$ cat config.mk
export PLATFORM = sky130hd
export DESIGN_NAME = priority_interrupt_controller_top
export DESIGN_NICKNAME = d
export VERILOG_FILES = /design/src/hw/rtl/pic_pkg.sv /design/src/hw/rtl/priority_interrupt_controller_top.sv /design/src/hw/rtl/pic_line_cell.sv
export SDC_FILE = /design/constraint.sdc
export NUM_CORES = 1
export LEC_CHECK = 0
export BUFFER_PORTS_ARGS = -buffer_cell sky130_fd_sc_hd__clkbuf_2
export CAP_MARGIN = 10
export CORE_MARGIN = 3
export CORE_UTILIZATION = 45
export DETAILED_ROUTE_END_ITERATION = 12
export SLEW_MARGIN = 20
export SYNTH_ARGS = -nofsm -noshare
export SYNTH_HDL_FRONTEND = slang
export SYNTH_SLANG_ARGS = --single-unit
export TNS_END_PERCENT = 20
$ cat constraint.sdc
create_clock -name clk -period 3.3 [get_ports clk]
set_clock_uncertainty 0.2 [all_clocks]
set_input_delay 0.33 -clock clk [delete_from_list [all_inputs] [get_ports clk]]
set_output_delay 0.33 -clock clk [all_outputs]
set_load 0.005 [all_outputs]
$ cat src/hw/rtl/pic_pkg.sv
// shared types and constants for the priority interrupt controller
`default_nettype none

package pic_pkg;

  localparam int LINE_COUNT = 8;
  localparam int LINE_W     = 3;
  localparam int STEP_W     = 3;

  // operation codes carried on cmd
  typedef enum logic [2:0] {
    CMD_WRITE  = 3'd0,
    CMD_READ   = 3'd1,
    CMD_RAISE  = 3'd2,
    CMD_ACK    = 3'd3,
    CMD_TICK   = 3'd4
  } cmd_e;

  // init sequence steps
  localparam logic [STEP_W-1:0] STEP_SINGLE = 3'd1;
  localparam logic [STEP_W-1:0] STEP_VECTOR = 3'd2;
  localparam logic [STEP_W-1:0] STEP_CASC   = 3'd3;
  localparam logic [STEP_W-1:0] STEP_ICW4   = 3'd4;
  localparam logic [STEP_W-1:0] STEP_DONE   = 3'd5;

  // command byte decode
  localparam logic [7:0] INIT_FLAG  = 8'h10;
  localparam logic [7:0] OCW3_MASK  = 8'h98;
  localparam logic [7:0] OCW3_MATCH = 8'h08;
  localparam logic [7:0] EOI_FLAG   = 8'h20;

  // operation strobes shared by every line cell
  typedef struct packed {
    logic ack;
    logic eoi;
    logic mask_clear;
    logic mask_load;
  } pic_ctl_t;

endpackage

`default_nettype wire

$ cat src/hw/rtl/priority_interrupt_controller_top.sv
// Eight-line priority interrupt controller, top level with command decode.
// Usage: each transfer on the input channel (in_valid/in_stall with cmd,
// port_bit, write_data, irq_line) is one operation: register write, register
// read, line raise, acknowledge or missed timer tick. Every operation yields
// exactly one transfer on the output channel (out_valid/out_stall with
// result_data): read data, the vector on an acknowledge that grants a line, zero otherwise.
// The result is registered into the output register as the input transfer
// is taken. Throughput: one operation per cycle while the output is not
// stalled; the eight line cells resolve priority along their chain within
// the cycle, so only a stalled output holds back back-to-back operations.
// Stall: a waiting result holds in the output register; in_stall rises only
// while that register is full and out_stall is high, and a new operation is
// taken in the same cycle that the held result leaves.
// Reset: rst is synchronous and active high; all request, in-service and mask
// bits, the init step, single mode, vector base, read select and owed tick
// clear, and the output register empties.
`default_nettype none

module priority_interrupt_controller_top
  import pic_pkg::*;
(
  input  wire logic       clk,
  input  wire logic       rst,
  input  wire logic       in_valid,
  output logic            in_stall,
  input  wire logic [2:0] cmd,
  input  wire logic       port_bit,
  input  wire logic [7:0] write_data,
  input  wire logic [2:0] irq_line,
  output logic            out_valid,
  input  wire logic       out_stall,
  output logic [7:0]      result_data
);

  logic                    accept;
  logic                    is_write;
  logic                    cmd_port_write;
  logic                    init_start;
  logic                    ocw3;
  logic                    eoi;
  logic                    data_write;
  logic [STEP_W-1:0]       step_eff;
  logic                    reraise;
  pic_ctl_t                ctl;
  logic [LINE_COUNT-1:0]   raise_vec;
  logic [LINE_COUNT-1:0]   reraise_vec;
  logic [LINE_COUNT:0]     ready_chain;
  logic [LINE_COUNT:0]     service_chain;
  logic [LINE_COUNT-1:0]   grant;
  logic [LINE_COUNT-1:0]   request_bits;
  logic [LINE_COUNT-1:0]   service_bits;
  logic [LINE_COUNT-1:0]   mask_bits;
  logic [LINE_W-1:0]       grant_line;
  logic [7:0]              result_next;

  logic                    read_service_select;
  logic [STEP_W-1:0]       init_step;
  logic                    single_mode;
  logic [7:0]              vector_base;
  logic                    tick_owed;

  // handshake
  assign in_stall = out_valid & out_stall;
  assign accept   = in_valid & ~in_stall;

  // operation decode
  always_comb begin
    is_write       = accept && (cmd == CMD_WRITE);
    cmd_port_write = is_write && !port_bit;
    init_start     = cmd_port_write && ((write_data & INIT_FLAG) != 8'd0);
    ocw3           = cmd_port_write && !init_start &&
                     ((write_data & OCW3_MASK) == OCW3_MATCH);
    eoi            = cmd_port_write && !init_start &&
                     ((write_data & EOI_FLAG) != 8'd0);
    data_write     = is_write && port_bit;
    step_eff       = ((init_step == STEP_CASC) && single_mode) ? STEP_ICW4 : init_step;
    reraise        = eoi && service_bits[0] && tick_owed;
    ctl.ack        = accept && (cmd == CMD_ACK);
    ctl.eoi        = eoi;
    ctl.mask_clear = init_start;
    ctl.mask_load  = data_write && (step_eff >= STEP_DONE);
    raise_vec      = (accept && (cmd == CMD_RAISE)) ?
                     (LINE_COUNT'(1) << irq_line) : '0;
    reraise_vec    = {{(LINE_COUNT-1){1'b0}}, reraise};
  end

  // row of line cells, line 0 at the head of the chain
  assign ready_chain[0]   = 1'b0;
  assign service_chain[0] = 1'b0;

  for (genvar i = 0; i < LINE_COUNT; i++) begin : g_line
    pic_line_cell u_cell (
      .clk              (clk),
      .rst              (rst),
      .ctl              (ctl),
      .raise_hit        (raise_vec[i]),
      .reraise          (reraise_vec[i]),
      .mask_wdata       (write_data[i]),
      .ready_seen_in    (ready_chain[i]),
      .service_seen_in  (service_chain[i]),
      .ready_seen_out   (ready_chain[i+1]),
      .service_seen_out (service_chain[i+1]),
      .grant            (grant[i]),
      .request_bit      (request_bits[i]),
      .service_bit      (service_bits[i]),
      .mask_bit         (mask_bits[i])
    );
  end

  // encode the granted line
  always_comb begin
    grant_line = '0;
    for (int k = 0; k < LINE_COUNT; k++) begin
      if (grant[k]) begin
        grant_line = grant_line | LINE_W'(k);
      end
    end
  end

  // result select
  always_comb begin
    result_next = 8'd0;
    if (cmd == CMD_READ) begin
      if (port_bit) begin
        result_next = mask_bits;
      end else begin
        result_next = read_service_select ? service_bits : request_bits;
      end
    end else if ((cmd == CMD_ACK) && (grant != '0)) begin
      result_next = vector_base + 8'(grant_line);
    end
  end

  // init sequence and control registers
  always_ff @(posedge clk) begin
    if (rst) begin
      read_service_select <= 1'b0;
      init_step           <= '0;
      single_mode         <= 1'b0;
      vector_base         <= 8'd0;
      tick_owed           <= 1'b0;
    end else begin
      if (init_start) begin
        single_mode <= write_data[1];
        init_step   <= STEP_VECTOR;
      end
      if (ocw3 && write_data[1]) begin
        read_service_select <= write_data[0];
      end
      if (data_write && (step_eff < STEP_DONE)) begin
        if (step_eff == STEP_SINGLE) begin
          single_mode <= write_data[1];
        end
        if (step_eff == STEP_VECTOR) begin
          vector_base <= write_data;
        end
        init_step <= step_eff + STEP_W'(1);
      end
      if (reraise) begin
        tick_owed <= 1'b0;
      end else if (accept && (cmd == CMD_TICK)) begin
        tick_owed <= 1'b1;
      end
    end
  end

  // output register
  always_ff @(posedge clk) begin
    if (rst) begin
      out_valid <= 1'b0;
    end else if (accept) begin
      out_valid <= 1'b1;
    end else if (!out_stall) begin
      out_valid <= 1'b0;
    end
  end

  always_ff @(posedge clk) begin
    if (accept) begin
      result_data <= result_next;
    end
  end

  // checks
  a_grant_onehot: assert property (@(posedge clk) disable iff (rst)
    $onehot0(grant))
    else $error("more than one line granted");

  a_accept_fills: assert property (@(posedge clk) disable iff (rst)
    accept |=> out_valid)
    else $error("accepted operation left no result");

  a_step_range: assert property (@(posedge clk) disable iff (rst)
    init_step <= STEP_DONE)
    else $error("init step out of range");

  a_reraise_sets: assert property (@(posedge clk) disable iff (rst)
    reraise |=> (request_bits[0] && !tick_owed && !service_bits[0]))
    else $error("owed tick not re-raised on line 0");

  a_grant_moves: assert property (@(posedge clk) disable iff (rst)
    (grant != '0) |=> ((service_bits & $past(grant)) == $past(grant)))
    else $error("granted line not marked in service");

endmodule

`default_nettype wire

$ cat src/hw/rtl/pic_line_cell.sv
// one interrupt line: request, in-service and mask bits plus priority chain links
`default_nettype none

module pic_line_cell
  import pic_pkg::*;
(
  input  wire logic     clk,
  input  wire logic     rst,
  input  wire pic_ctl_t ctl,
  input  wire logic     raise_hit,
  input  wire logic     reraise,
  input  wire logic     mask_wdata,
  input  wire logic     ready_seen_in,
  input  wire logic     service_seen_in,
  output logic          ready_seen_out,
  output logic          service_seen_out,
  output logic          grant,
  output logic          request_bit,
  output logic          service_bit,
  output logic          mask_bit
);

  logic ready;
  logic eoi_clear;
  logic request_bit_next;
  logic service_bit_next;
  logic mask_bit_next;

  // priority chain: lower lines win
  always_comb begin
    ready            = request_bit & ~mask_bit;
    grant            = ctl.ack & ready & ~ready_seen_in;
    ready_seen_out   = ready_seen_in | ready;
    eoi_clear        = ctl.eoi & service_bit & ~service_seen_in;
    service_seen_out = service_seen_in | service_bit;
  end

  // next bit values
  always_comb begin
    request_bit_next = (request_bit & ~grant) | raise_hit | reraise;
    service_bit_next = (service_bit | grant) & ~eoi_clear;
    if (ctl.mask_clear) begin
      mask_bit_next = 1'b0;
    end else if (ctl.mask_load) begin
      mask_bit_next = mask_wdata;
    end else begin
      mask_bit_next = mask_bit;
    end
  end

  always_ff @(posedge clk) begin
    if (rst) begin
      request_bit <= 1'b0;
      service_bit <= 1'b0;
      mask_bit    <= 1'b0;
    end else begin
      request_bit <= request_bit_next;
      service_bit <= service_bit_next;
      mask_bit    <= mask_bit_next;
    end
  end

endmodule

`default_nettype wire
### Word-level counts from Yosys, hierarchy flattened

Index checks and enable logic that the tools add are counted.

| word-level totals | value |
|---|---|
| register bits | 47 |
| output and inout port bits | 10 |

| cells by class | value |
|---|---|
| shift-type cells | 1 |
| bitwise operators | 124 |
| muxes and demuxes | 20 |
| add/sub/neg operators | 2 |
| order comparisons | 2 |
| reduce and logical (&&, ||, !) cells | 25 |
| eq/ne operators | 9 |

Operators with widths:

| operator | count |
|---|---|
| 1-bit AND | 56 |
| 8-bit 2-to-1 mux | 5 |
| 1-bit inverter | 39 |
| 1-bit OR | 29 |
| 3-bit 2-to-1 mux | 7 |
| 1-bit logical AND | 17 |
| 3-bit by 2-bit == test with 1-bit output, second input constant | 4 |
| 3-bit by 1-bit == test with 1-bit output, second input constant | 3 |
| 8-bit by 3-bit adder with 8-bit output | 1 |
| 8-bit nonzero test | 1 |
| 1-bit by 3-bit << shifter with 8-bit output, first input constant | 1 |
| 1-bit 2-to-1 mux | 6 |
| 2-bit 2-to-1 mux | 2 |
| 2-bit OR reduction | 2 |
| 3-bit by 1-bit adder with 3-bit output, second input constant | 1 |
| 3-bit == test, second input constant | 1 |
| 3-bit >= comparator, second input constant | 1 |
| 3-bit zero test | 1 |
| 3-bit < comparator, second input constant | 1 |
| 1-bit zero test | 2 |
| 2-bit by 1-bit != test with 1-bit output, second input constant | 1 |
| 2-bit AND reduction | 1 |
| 2-bit nonzero test | 1 |

### Logic depth before layout (Yosys ltp)

Gate-level depths: netlist (run 1).

| logic depth | value |
|---|---|
| depth in word-level cells | 16 |
| depth in mapped cells | 12 |
| depth with buffers taken out | 11 |

### Modules after synthesis

Synthesis (run 1) repeated with hierarchy kept, for this count alone.

| unflattened totals | value |
|---|---|
| cell total of the unflattened synthesis | 301 |
| area, all modules | 2,811.4 sq um |

Modules (own cells, without submodules):

| module | sequential area each (sq um) | cells each | times used | area each (sq um) |
|---|---|---|---|---|
| priority_interrupt_controller_top | 540.5 | 181 | 1 | 1,630.3 |
| pic_line_cell | 60.1 | 15 | 8 | 147.6 |

### Least setup slack after synthesis (run 1)

Ideal clock, no wire load.

| timing path | value |
|---|---|
| kind | input -> register |
| start | in in_valid |
| end | reg result_data[6] (data pin) |
| setup time | 0.275 ns |
| stages on the path | 12 |
| setup slack | 0.598 ns |
| arrival | 2.227 ns |
| path buffers | 1 |
| path through | a21bo_4 > nor3_4 > buf_4 > o211ai_1 > nand3_1 > ha_1 > inv_1 > fa_1 > nor2b_1 > o2111ai_1 > xor2_1 > o22ai_1 |

| on the way | value |
|---|---|
| word-level cells in the longest chain between the ends | 14 |
| elaborated cells on any way between the ends | 29 |

Ends and longest elaborated chain:

| item | line | text |
|---|---|---|
| from (decl) | priority_interrupt_controller_top.sv:24 | `input wire logic in_valid,` |
| 1-bit AND (*) | priority_interrupt_controller_top.sv:64 | `assign accept = in_valid & ~in_stall;` |
| 1-bit logical AND (*) | priority_interrupt_controller_top.sv:78 | `ctl.ack = accept && (cmd == CMD_ACK);` |
| 1-bit AND (2 in series) | pic_line_cell.sv:32 | `grant = ctl.ack & ready & ~ready_seen_in;` |
| 1-bit 2-to-1 mux | priority_interrupt_controller_top.sv:114 | `if (grant[k]) begin` |
| 2-bit 2-to-1 mux (2 in series) | priority_interrupt_controller_top.sv:114 |  |
| 3-bit 2-to-1 mux (4 in series) | priority_interrupt_controller_top.sv:114 |  |
| 8-bit by 3-bit adder with 8-bit output | priority_interrupt_controller_top.sv:130 | `result_next = vector_base + 8'(grant_line);` |
| 8-bit 2-to-1 mux (*) | priority_interrupt_controller_top.sv:129 | `end else if ((cmd == CMD_ACK) && (grant != '0)) begin` |
| 8-bit 2-to-1 mux (*) | priority_interrupt_controller_top.sv:123 | `if (cmd == CMD_READ) begin` |
| named net result_next[6] | priority_interrupt_controller_top.sv:54 | `logic [7:0] result_next;` |
| to (signal assigned) | priority_interrupt_controller_top.sv:180 | `result_data <= result_next;` |
| to (decl) | priority_interrupt_controller_top.sv:32 | `output logic [7:0] result_data` |

The timed path passes the listed nets; every way through them passes the cells marked *.
A chain may end at the register's enable or synchronous reset.

### Final worst setup path (run 1)

| timing path | value |
|---|---|
| start | reg g_line[1].u_cell.mask_bit |
| end | reg result_data[6] (data pin) |

| on the way | value |
|---|---|
| word-level cells in the longest chain between the ends | 14 |
| elaborated cells on any way between the ends | 34 |

Ends and longest elaborated chain:

| item | line | text |
|---|---|---|
| from (decl) | pic_line_cell.sv:20 | `output logic mask_bit` |
| from (signal assigned) | pic_line_cell.sv:59 | `mask_bit <= mask_bit_next;` |
| 1-bit inverter (*) | pic_line_cell.sv:31 | `ready = request_bit & ~mask_bit;` |
| 1-bit AND (*) | pic_line_cell.sv:31 |  |
| 1-bit AND or 1-bit OR (tied branches) | pic_line_cell.sv:32, pic_line_cell.sv:33 |  |
| 1-bit AND (tied with other cells) | pic_line_cell.sv:32 |  |
| 1-bit 2-to-1 mux (tied with other cells) | priority_interrupt_controller_top.sv:114 |  |
| 2-bit 2-to-1 mux (tied with other cells) (2 in series) | priority_interrupt_controller_top.sv:114 |  |
| 3-bit 2-to-1 mux (tied with other cells) (2 in series) | priority_interrupt_controller_top.sv:114 |  |
| 3-bit 2-to-1 mux or 1-bit AND (tied branches) | priority_interrupt_controller_top.sv:114, pic_line_cell.sv:32 |  |
| 3-bit 2-to-1 mux or 8-bit nonzero test (tied branches) | priority_interrupt_controller_top.sv:114, priority_interrupt_controller_top.sv:129 |  |
| 8-bit by 3-bit adder with 8-bit output or 1-bit logical AND (tied branches) | priority_interrupt_controller_top.sv:130, priority_interrupt_controller_top.sv:129 |  |
| 8-bit 2-to-1 mux (*) | priority_interrupt_controller_top.sv:129 |  |
| 8-bit 2-to-1 mux (*) | priority_interrupt_controller_top.sv:123 |  |
| named net result_next[6] | priority_interrupt_controller_top.sv:54 |  |

Marks and branches as above.

==> impl_metrics.ini, run 1 <==
[clock_network]
cts-root-buf = clkbuf_8
htreeDepth = 2
cts_tree = done
clock_latency_ns = 0.30
cts_sinks = 47
post_cts_resized = 0
cts_setup_buffers = 0
cts_buffer_depth = 2
cts_made_buffers = 5
clkSlewWorstSetupHoldPaths_ns = 0.09
hold_buffers = 0

[routing]
drc = 0
vias = 2357
drtIter0Drc = 160
wl_um = 6950
dr.pass1.iters = 4
wl_per_cell_um = 17.1
viasPerCell = 5.79
ant_nets = 0

[power]
power_leakage_nw = 1.03
powerDensity_nw_per_um2 = 356
vdd_drop_max_uv = 220
power_mw = 1.05

[global_route]
grt_pass1_wl_um = 11400
grt_pass1_vias = 2234
antenna_found_initial = 0
overflow = 0
grt_max_degree = 23
grt_use_total = 0.203

[synth]
ys_seq_elements = 47
yosysMostFrequentCell = dfxtp_1
synth_top_area_frac = 0.292
synthCells = 309
async_flop_share = 0
synth_commonest_cells = dfxtp_1 (39), nand2_1 (30), nor2_1 (22), a21oi_1 (19), mux2i_1 (17)
synth_area_leader_cell = dfxtp_1
synthesis.area_um2 = 2670
ys_warn_count = 0
syn_avg_cell_area_um2 = 8.65
synth_cell_type_count = 52
syn_nets = 335
synth_ff_type = dfxtp_1
synth-edff-count = 8
synth.area.top_cells = dfxtp_1 (29%), edfxtp_1 (9.0%), mux2i_1 (6.4%)
synth.yosys.seq_area_share = 0.382

[run]
cap_violations = 0

[floorplan]
die_w_um = 83.1
core_um2 = 5640
die-height_um = 83.1
initial_core_util = 0.474
pin_count = 29
rows = 27
dieArea_um2 = 6900

[timing]
finalSetupViolations = 0
slew_headroom = 0.459
fin_crit_sh = 0.924
fin_crit_ns = 3.05
tns_ns = 0
hold_viol_final = 0
timing.fmax_mhz = 328
rsz0062_at_grt = false
slew_violations = 0
worst_slew_pin_slew_ns = 0.805

[status]
status = complete, no violations

[place]
dp_hpwl_um = 5380
place.gp.congestion = 0.921
port_buffers = 28

[hold_path]
hold_path.class = primary input to flip-flop
min_from = in_valid
whs_path_depth = 2

[worst_setup_path]
cp-startpoint = g_line[1].u_cell.mask_bit$_SDFFE_PP0P_
path_common_cell = nor2b_1
r2r-start = g_line[1].u_cell.mask_bit$_SDFFE_PP0P_
crit_type = flip-flop to flip-flop
cp_slowest_cell = nor3_1
critPathMaxFanout = 7
cp-start-kind = flip-flop
crit_chain = nor2b_1 > nor3_1 > nand4_1 > nand3_1 > ha_1 > inv_1 > fa_1 > nor2b_1 > o2111ai_1 > xor2_1 > o22ai_1
cp.required_ns = 3.14
reg2reg_depth = 11
critPathCaptureType = flip-flop
arrival_ns = 2.89
max_stage_delay_ns = 0.45

[layout]
final_layout_size_suffix_gt1_frac = 0.137
fillers = 554
layout.nets = 360
num_antenna_cells = 0
area_delta_synth_final_pct = 10.6
==> metrics by stage <==
| stage | instances | utilization | hold WS, ns | area (um2) | worst slack [ns] |
|---|---|---|---|---|---|
| finish | 407 | 0.524 | 0.0545 | 2960 | 0.250 |
| CTS | 407 | 0.524 | 0.0484 | 2960 | 0.300 |
| detailed placement | 399 | 0.507 | 0.255 | 2860 | 0.190 |
| global placement | 399 | 0.507 | 0.251 | 2860 | 0.301 |
| global route | 407 | 0.524 | 0.0530 | 2960 | 0.0827 |
| floorplan | 309 | - | 0.239 | 2670 | 0.598 |
==> cells by family after synthesis <==
family / after synthesis / share of synthesized area
simple gates: 121 / 0.238
compound gates: 84 / 0.215
flops: 47 / 0.382
buf+inv: 26 / 0.0417
mux: 18 / 0.0679
fa+ha+maj: 7 / 0.0356
xor+xnor: 6 / 0.0197
==> flip-flops by register name, summed over array words and instances, names as in the netlist <==
signal and count:
init_step 3, result_data 8, g_line.u_cell.service_bit 8, g_line.u_cell.mask_bit 8, vector_base 8, single_mode 1
out_valid 1, tick_owed 1, read_service_select 1, g_line.u_cell.request_bit 8
==> placed cells by master, fill, tap and decap left out, types with 3 or more instances in the layout <==
cell type / netlist / layout
a211oi_1: 4 / 4
a21boi_0: 8 / 8
a21oi_1: 19 / 19
a311oi_1: 4 / 4
a31oi_1: 4 / 4
and2_1: 3 / 3
and3_1: 6 / 6
clkbuf_2: 0 / 28
clkbuf_8: 0 / 6
dfxtp_1: 39 / 39
edfxtp_1: 8 / 8
ha_1: 6 / 6
inv_1: 13 / 13
mux2i_1: 17 / 17
nand2_1: 30 / 30
nand2b_1: 7 / 7
nand3_1: 15 / 15
nand4_1: 7 / 7
nor2_1: 22 / 22
nor2b_1: 10 / 10
nor3_1: 6 / 6
nor4_1: 5 / 5
o211ai_1: 3 / 3
o21a_1: 3 / 3
o21ai_0: 15 / 15
o22ai_1: 8 / 8
o31ai_1: 5 / 5
xnor2_1: 3 / 3
xor2_1: 3 / 3
==> worst paths after layout <==
kind,end,slack [ns]
worst min register to register,vector_base[2]$_SDFFE_PP0P_,0.27
worst min-delay path,out_valid$_SDFFE_PP0P_,0.05
worst max register to register,result_data[6]$_DFFE_PP_,0.25
worst max-delay path,result_data[6]$_DFFE_PP_,0.25
==> power breakdown <==
part	switching, mW	leakage [nW]	internal, mW
combinational	0.0552	0.579	0.0273
clock	0.205	0.0517	0.172
sequential	0.00381	0.395	0.589
==> metal layers <==
| layer | wire length, um | track usage | up-vias |
|---|---|---|---|
| met5 | 0 | 0 | - |
| li1 | - | - | 1196 |
| met3 | 371 | 0.0446 | 12 |
| met4 | 125 | 0.0624 | 0 |
| met2 | 3040 | 0.304 | 71 |
| met1 | 3410 | 0.290 | 1078 |
==> worst max-delay path, delay by kind of cell (launching register included) <==
kind,cells,cell delay [ns]
xor+xnor,1,0.16
compound gates,2,0.21
flops,1,0.39
buf+inv,1,0.05
simple gates,5,1.20
fa+ha+maj,2,0.58
==> layout make-up <==
cell class | count | area, um2 | share of cell area
Inverter | 14 | 52.6 | 0.0178
Multi-Input combinational cell | 236 | 1540 | 0.521
Tap cell | 72 | 90.1 | 0.0305
Clock inverter | 2 | 15.0 | 0.00508
Sequential cell | 47 | 1020 | 0.345
Timing Repair Buffer | 30 | 155 | 0.0525
Clock buffer | 6 | 82.6 | 0.0279
Note: power is estimated with default switching activity, not from simulation.
==> inputs of run 2 (changes only) <==
--- a/config.mk
+++ b/config.mk
@@ -5,6 +5,7 @@
 export SDC_FILE = /design/constraint.sdc
 export NUM_CORES = 1
 export LEC_CHECK = 0
+export ABC_AREA = 1
 export BUFFER_PORTS_ARGS = -buffer_cell sky130_fd_sc_hd__clkbuf_2
 export CAP_MARGIN = 10
 export CORE_MARGIN = 3
==> constraint.sdc (replaced) <==
create_clock -name clk -period 3.4 [get_ports clk]
set_clock_uncertainty 0.2 [all_clocks]
set_input_delay 0.34 -clock clk [delete_from_list [all_inputs] [get_ports clk]]
set_output_delay 0.34 -clock clk [all_outputs]
set_load 0.005 [all_outputs]
==> run 2 against run 1 <==
  * Sequential share of layout area rose by 0.29 points
  * Combinational power decreased by 17%
  * Critical path type unchanged
  * Critical path depth is 5 higher
  * Non-clock buffer count fell by 1
  * Cell count is 21% higher
  * Clock-buffer cell count decreased by 1
  * Cell area shrank 0.85%
  * Highest routed layer unchanged
  * Via count increased by 5.0%
  * Worst hold slack better by 0.0061 ns
  * Synthesized cell count rose by 27%
  * Global-route usage grew 0.50 points
  * Largest power group unchanged
  * Die area fell by 1.0%
==> impl_metrics.ini, run 2 <==
[power]
power_mw = 1.00
power_leakage_nw = 1.40
vdd_drop_max_uv = 216
powerDensity_nw_per_um2 = 342

[layout]
layout_commonest_cell = nand2_1
layout_common_cells = nand2_1 (114), inv_1 (57), dfxtp_1 (39)
layout.nets = 446
area_delta_synth_final_pct = 10.9
final_layout_size_suffix_gt1_frac = 0.121
fillers = 610
num_antenna_cells = 0
stdcell_area_um2 = 2930

[timing]
fin_crit_sh = 0.840
hold_viol_final = 0
fin_crit_ns = 2.86
rsz0062_at_grt = false
timing.fmax_mhz = 350
slew_violations = 0
holdWs_ns = 0.0606
worst_slew_pin_slew_ns = 0.461
slew_headroom = 0.693
tns_ns = 0
finalSetupViolations = 0

[synth]
ys_seq_elements = 47
synth_top_area_frac = 0.295
syn_nets = 418
synth_ff_type = dfxtp_1
synth_area_leader_cell = dfxtp_1
synth_cell_type_count = 32
ys_warn_count = 0
synth.yosys.seq_area_share = 0.386
synth_commonest_cells = nand2_1 (114), inv_1 (57), dfxtp_1 (39), nor2_1 (36), a21oi_1 (32)
synth.area.top_cells = dfxtp_1 (30%), nand2_1 (16%), edfxtp_1 (9.1%)
synthCells = 392
syn_avg_cell_area_um2 = 6.74
yosysMostFrequentCell = nand2_1
synthesis.area_um2 = 2640
synth-edff-count = 8
async_flop_share = 0

[place]
dp_hpwl_um = 4970
place.gp.congestion = 0.922
port_buffers = 28
dpl_cell_area_um2 = 2840

[global_route]
overflow = 0
grt_pass1_wl_um = 10700
antenna_found_initial = 0
grt_use_total = 0.208
grt_pass1_vias = 2224
grt_max_degree = 22

[routing]
wl_per_cell_um = 13.0
viasPerCell = 5.02
dr.pass1.iters = 4
drtIter0Drc = 140
vias = 2475
wl_um = 6390
drc = 0
ant_nets = 0

[worst_setup_path]
arrival_ns = 2.73
critPathCaptureType = flip-flop
crit_type = flip-flop to flip-flop
critPathMaxFanout = 5
cp-start-kind = flip-flop
cp.required_ns = 3.28
reg2reg_depth = 16

[clock_network]
post_cts_resized = 0
cts-root-buf = clkbuf_8
clkSlewWorstSetupHoldPaths_ns = 0.10
clock_latency_ns = 0.31
cts_tree = done
cts_made_buffers = 5
cts_setup_buffers = 0
cts_sinks = 47
htreeDepth = 2
cts_buffer_depth = 2
hold_buffers = 0

[floorplan]
initial_core_util = 0.471
die_w_um = 82.7
core_um2 = 5610
rows = 27
dieArea_um2 = 6830
die-height_um = 82.7
pin_count = 29

[hold_path]
whs_path_depth = 3
hold_path.class = primary input to flip-flop

[run]
cap_violations = 0

[status]
status = complete, no violations
[run 2: cell types whose count changed after synthesis, moves of 6 or more]
cell and change:
nand2_1 +84, inv_1 +44, mux2i_1 -17, nor2_1 +14, a21oi_1 +13, nor2b_1 -10, a21boi_0 -8, nand3_1 +8
o22ai_1 -8, nand2b_1 -7, nand4_1 +7, and3_1 -6, o21ai_0 +6
[run 2: report_power, final]
part	leakage [nW]	switching [mW]	internal (mW)	total, mW
clock	0.0408	0.212	0.147	0.359
combinational	0.960	0.0466	0.0220	0.0686
sequential	0.396	0.00334	0.573	0.576
total	1.40	0.261	0.742	1.00
[run 2: final cells by class]
cell class / count / area [um2] / share of cell area
clock buffers: 5 / 68.8 / 0.0235
well taps: 72 / 90.1 / 0.0307
repair buffers: 29 / 148 / 0.0504
flip-flops and latches: 47 / 1020 / 0.348
inverters: 59 / 221 / 0.0755
multi-input cells: 278 / 1360 / 0.464
clock inverters: 3 / 23.8 / 0.00811
[run 2: logic make-up after synthesis]
family,Yosys count,synth area share
simple gates,207,0.349
fa+ha+maj,7,0.0360
xor+xnor,4,0.0133
buf+inv,67,0.0999
flops,47,0.386
compound gates,60,0.116
[run 2: critical path: stages (launching register included)]
cell and delay (ns):
dfxtp_1 0.35, inv_1 0.09, nand2_1 0.13, nand3_1 0.10, nor2_2 0.20, nand3_1 0.22
nand4_1 0.14, ha_1 0.19, inv_1 0.06, fa_1 0.39, inv_1 0.07, nand2_1 0.04
nand2_1 0.09, nand3_1 0.09, xor2_1 0.14, nand2_1 0.06, nand2_1 0.04
[run 2: final timing paths]
kind / start / to / slack [ns]
hold reg to reg: g_line[2].u_cell.service_bit$_SDFF_PP0_ / g_line[2].u_cell.service_bit$_SDFF_PP0_ / 0.26
setup / recovery: g_line[0].u_cell.mask_bit$_SDFFE_PP0P_ / result_data[6]$_DFFE_PP_ / 0.54
setup reg to reg: g_line[0].u_cell.mask_bit$_SDFFE_PP0P_ / result_data[6]$_DFFE_PP_ / 0.54
hold / removal: write_data[2] / g_line[2].u_cell.mask_bit$_SDFFE_PP0P_ / 0.06
[run 2: metal layers]
layer | share of wire | global-route usage | vias up
li1 | - | - | 1317
met1 | 0.49 | 0.292 | 1101
met2 | 0.45 | 0.327 | 48
met3 | 0.038 | 0.0369 | 9
met4 | 0.014 | 0.0556 | 0
met5 | 0 | 0 | -
[run 2: metrics by stage]
step / instances / util / setup WS [ns]
floorplan: 392 / - / 0.588
global placement: 485 / 0.506 / 0.567
finish: 493 / 0.523 / 0.544
CTS: 493 / 0.523 / 0.547
detailed placement: 485 / 0.506 / 0.497
global route: 493 / 0.523 / 0.211
==> inputs of run 3 (changes only) <==
--- a/config.mk
+++ b/config.mk
@@ -5,7 +5,7 @@
 export SDC_FILE = /design/constraint.sdc
 export NUM_CORES = 1
 export LEC_CHECK = 0
-export ABC_AREA = 1
+export ABC_AREA = 0
 export BUFFER_PORTS_ARGS = -buffer_cell sky130_fd_sc_hd__clkbuf_2
 export CAP_MARGIN = 10
 export CORE_MARGIN = 3
==> constraint.sdc (replaced) <==
create_clock -name clk -period 2.7 [get_ports clk]
set_clock_uncertainty 0.2 [all_clocks]
set_input_delay 0.27 -clock clk [delete_from_list [all_inputs] [get_ports clk]]
set_output_delay 0.27 -clock clk [all_outputs]
set_load 0.005 [all_outputs]
==> run 3 against run 2 <==
  * The run now ends with negative setup slack left
  * Sequential share of layout area decreased by 3.6 points
  * First-iteration DRC count increased by 42%
  * Power increased by 31%
  * Wire length increased by 18%
  * Non-clock buffer count increased by 35
  * Global-route usage increased by 1.2 points
  * Largest cell class unchanged
  * Largest power group unchanged
==> impl_metrics.ini, run 3 (synthesized netlist as in run 1, its figures left out) <==
[power]
power_leakage_nw = 1.21
power_frac_clock = 0.359
swShare = 0.256
p_int_mw = 0.975
pwr-share-comb = 0.088
vdd_drop_max_uv = 241
seq_power_share = 0.553
powerDensity_nw_per_um2 = 400
power_mw = 1.31
switching_power_mw = 0.335

[global_route]
overflow = 0
antenna_found_initial = 0
grt_use_total = 0.220
grt_pass1_vias = 2434
grt_max_degree = 23
grt_pass1_wl_um = 12200

[timing]
slew_headroom = 0.482
finalSetupViolations = 2
fin_ws_ns = -0.0598
slew_violations = 0
hold_viol_final = 0
tns_ns = -0.0619
fin_crit_sh = 1.02
fin_crit_ns = 2.76
timing.fmax_mhz = 362
rsz0062_at_grt = true
worst_slew_pin_slew_ns = 0.767

[run]
cap_violations = 0

[routing]
highest_layer = met4
wl_um = 7510
drtIter0Drc = 199
drc = 0
dr_wl_met3_um = 495
wl_per_cell_um = 17.0
viasPerCell = 5.84
met1_length_um = 3490
vias = 2575
met2_length_um = 3420
ant_nets = 0
dr.pass1.iters = 4

[worst_setup_path]
cp-start-kind = flip-flop
crit_type = flip-flop to flip-flop
r2r-start = out_valid$_SDFFE_PP0P_
reg2reg_depth = 11
rr_endpoint = result_data[6]$_DFFE_PP_
critPathCaptureType = flip-flop
cp-startpoint = out_valid$_SDFFE_PP0P_
cp.required_ns = 2.54
cp_slowest_cell = dfxtp_2
reg2reg_slack_ns = -0.06
max_stage_delay_ns = 0.34
arrival_ns = 2.60
crit_chain = a21bo_4 > nor3_4 > nand4_1 > nand3_2 > ha_2 > inv_1 > fa_2 > nor2b_2 > o2111ai_1 > xor2_1 > o22ai_1
critPathMaxFanout = 8

[place]
place_inst = 427
dp_hpwl_um = 5690
pre_cts_ws_ns = -0.137
place.gp.congestion = 0.964
port_buffers = 28

[floorplan]
pin_count = 29
die_w_um = 83.1
rows = 27
dieArea_um2 = 6900
core_um2 = 5640
die-height_um = 83.1
initial_core_util = 0.474

[layout]
regArea_um2 = 1020
fillers = 525
final_cells = 441
multi_input_area_um2 = 1600
num_antenna_cells = 0
layout.nets = 394
utilization = 0.581
layout_common_cells = dfxtp_1 (38), buf_4 (35), nand2_1 (30)
area_delta_synth_final_pct = 22.6
layout_commonest_cell = dfxtp_1
final_layout_size_suffix_gt1_frac = 0.249

[hold_path]
holdPathEnd = vector_base[6]$_SDFFE_PP0P_
hold_path.class = primary input to flip-flop
min_from = write_data[6]
whs_path_depth = 3

[clock_network]
clock_latency_ns = 0.31
htreeDepth = 2
clkSlewWorstSetupHoldPaths_ns = 0.09
cts_made_buffers = 5
cts-root-buf = clkbuf_8
cts_sinks = 47
cts_buffer_depth = 2
cts_tree = done

[status]
status = complete, but fails checks
violations = negative setup slack
[run 3: changes by cell type in the layout (fill, tap and decap cells not counted), moves of 8 or more]
| cell | previous run | this run |
|---|---|---|
| a21boi_0 | 0 | 8 |
| a21oi_1 | 32 | 19 |
| buf_4 | 1 | 35 |
| inv_1 | 57 | 13 |
| mux2i_1 | 0 | 17 |
| nand2_1 | 114 | 30 |
| nand3_1 | 23 | 14 |
| nor2_1 | 36 | 21 |
| o22ai_1 | 0 | 8 |
[run 3: per-layer routing]
| layer | track usage | vias to the layer above |
|---|---|---|
| met5 | 0 | - |
| met2 | 0.340 | 74 |
| met1 | 0.312 | 1228 |
| li1 | - | 1260 |
| met3 | 0.0427 | 13 |
| met4 | 0.0594 | 0 |
[run 3: cell type report]
cell class	instances	share of cell area
clock buffer	6	0.0252
sequential	47	0.312
inverter	14	0.0160
timing repair buffer	64	0.126
clock inverter	2	0.00458
multi-input combinational	236	0.489
tap	72	0.0275
[run 3: worst max path at each step]
stage / to / slack [ns] / cells past startpoint
2_1_floorplan: result_data[6]$_DFFE_PP_ / 0.01 / 12
3_3_place_gp: result_data[6]$_DFFE_PP_ / -0.05 / 12
3_5_place_dp: result_data[6]$_DFFE_PP_ / -0.14 / 12
4_1_cts: result_data[6]$_DFFE_PP_ / 0.004 / 11
5_1_grt: result_data[6]$_DFFE_PP_ / -0.21 / 11
6_report: result_data[6]$_DFFE_PP_ / -0.06 / 11
[run 3: stage by stage]
stage	hold WS (ns)	instance area [um2]
floorplan	0.194	2670
global placement	0.254	3070
detailed placement	0.260	3070
CTS	0.00239	3210
global route	0.0280	3280
finish	0.0121	3280
[run 3: repair_timing]
| action | CTS | global route |
|---|---|---|
| buffers inserted | 2 | 3 |
| hold buffers | 1 | 0 |
| hold endpoints to repair | 1 | 0 |
| gates resized for setup | 5 | 11 |
| endpoints found under the setup margin | 5 | 6 |
| pin swaps | 4 | 6 |
[run 3: power by group through the flow]
stage | sequential (mW) | combinational, mW | clock (mW)
after detailed placement | 0.741 | 0.109 | 0
after global routing | 0.726 | 0.127 | 0.507
after floorplan | 0.741 | 0.0537 | 0
after global placement | 0.740 | 0.108 | 0
final | 0.724 | 0.115 | 0.470
after CTS | 0.724 | 0.111 | 0.477
[run 3: critical path, delay by kind of cell (launching register included)]
kind / cells / cell delay, ns
simple gates: 4 / 0.77
compound gates: 3 / 0.44
buf+inv: 1 / 0.05
flops: 1 / 0.34
xor+xnor: 1 / 0.18
fa+ha+maj: 2 / 0.52
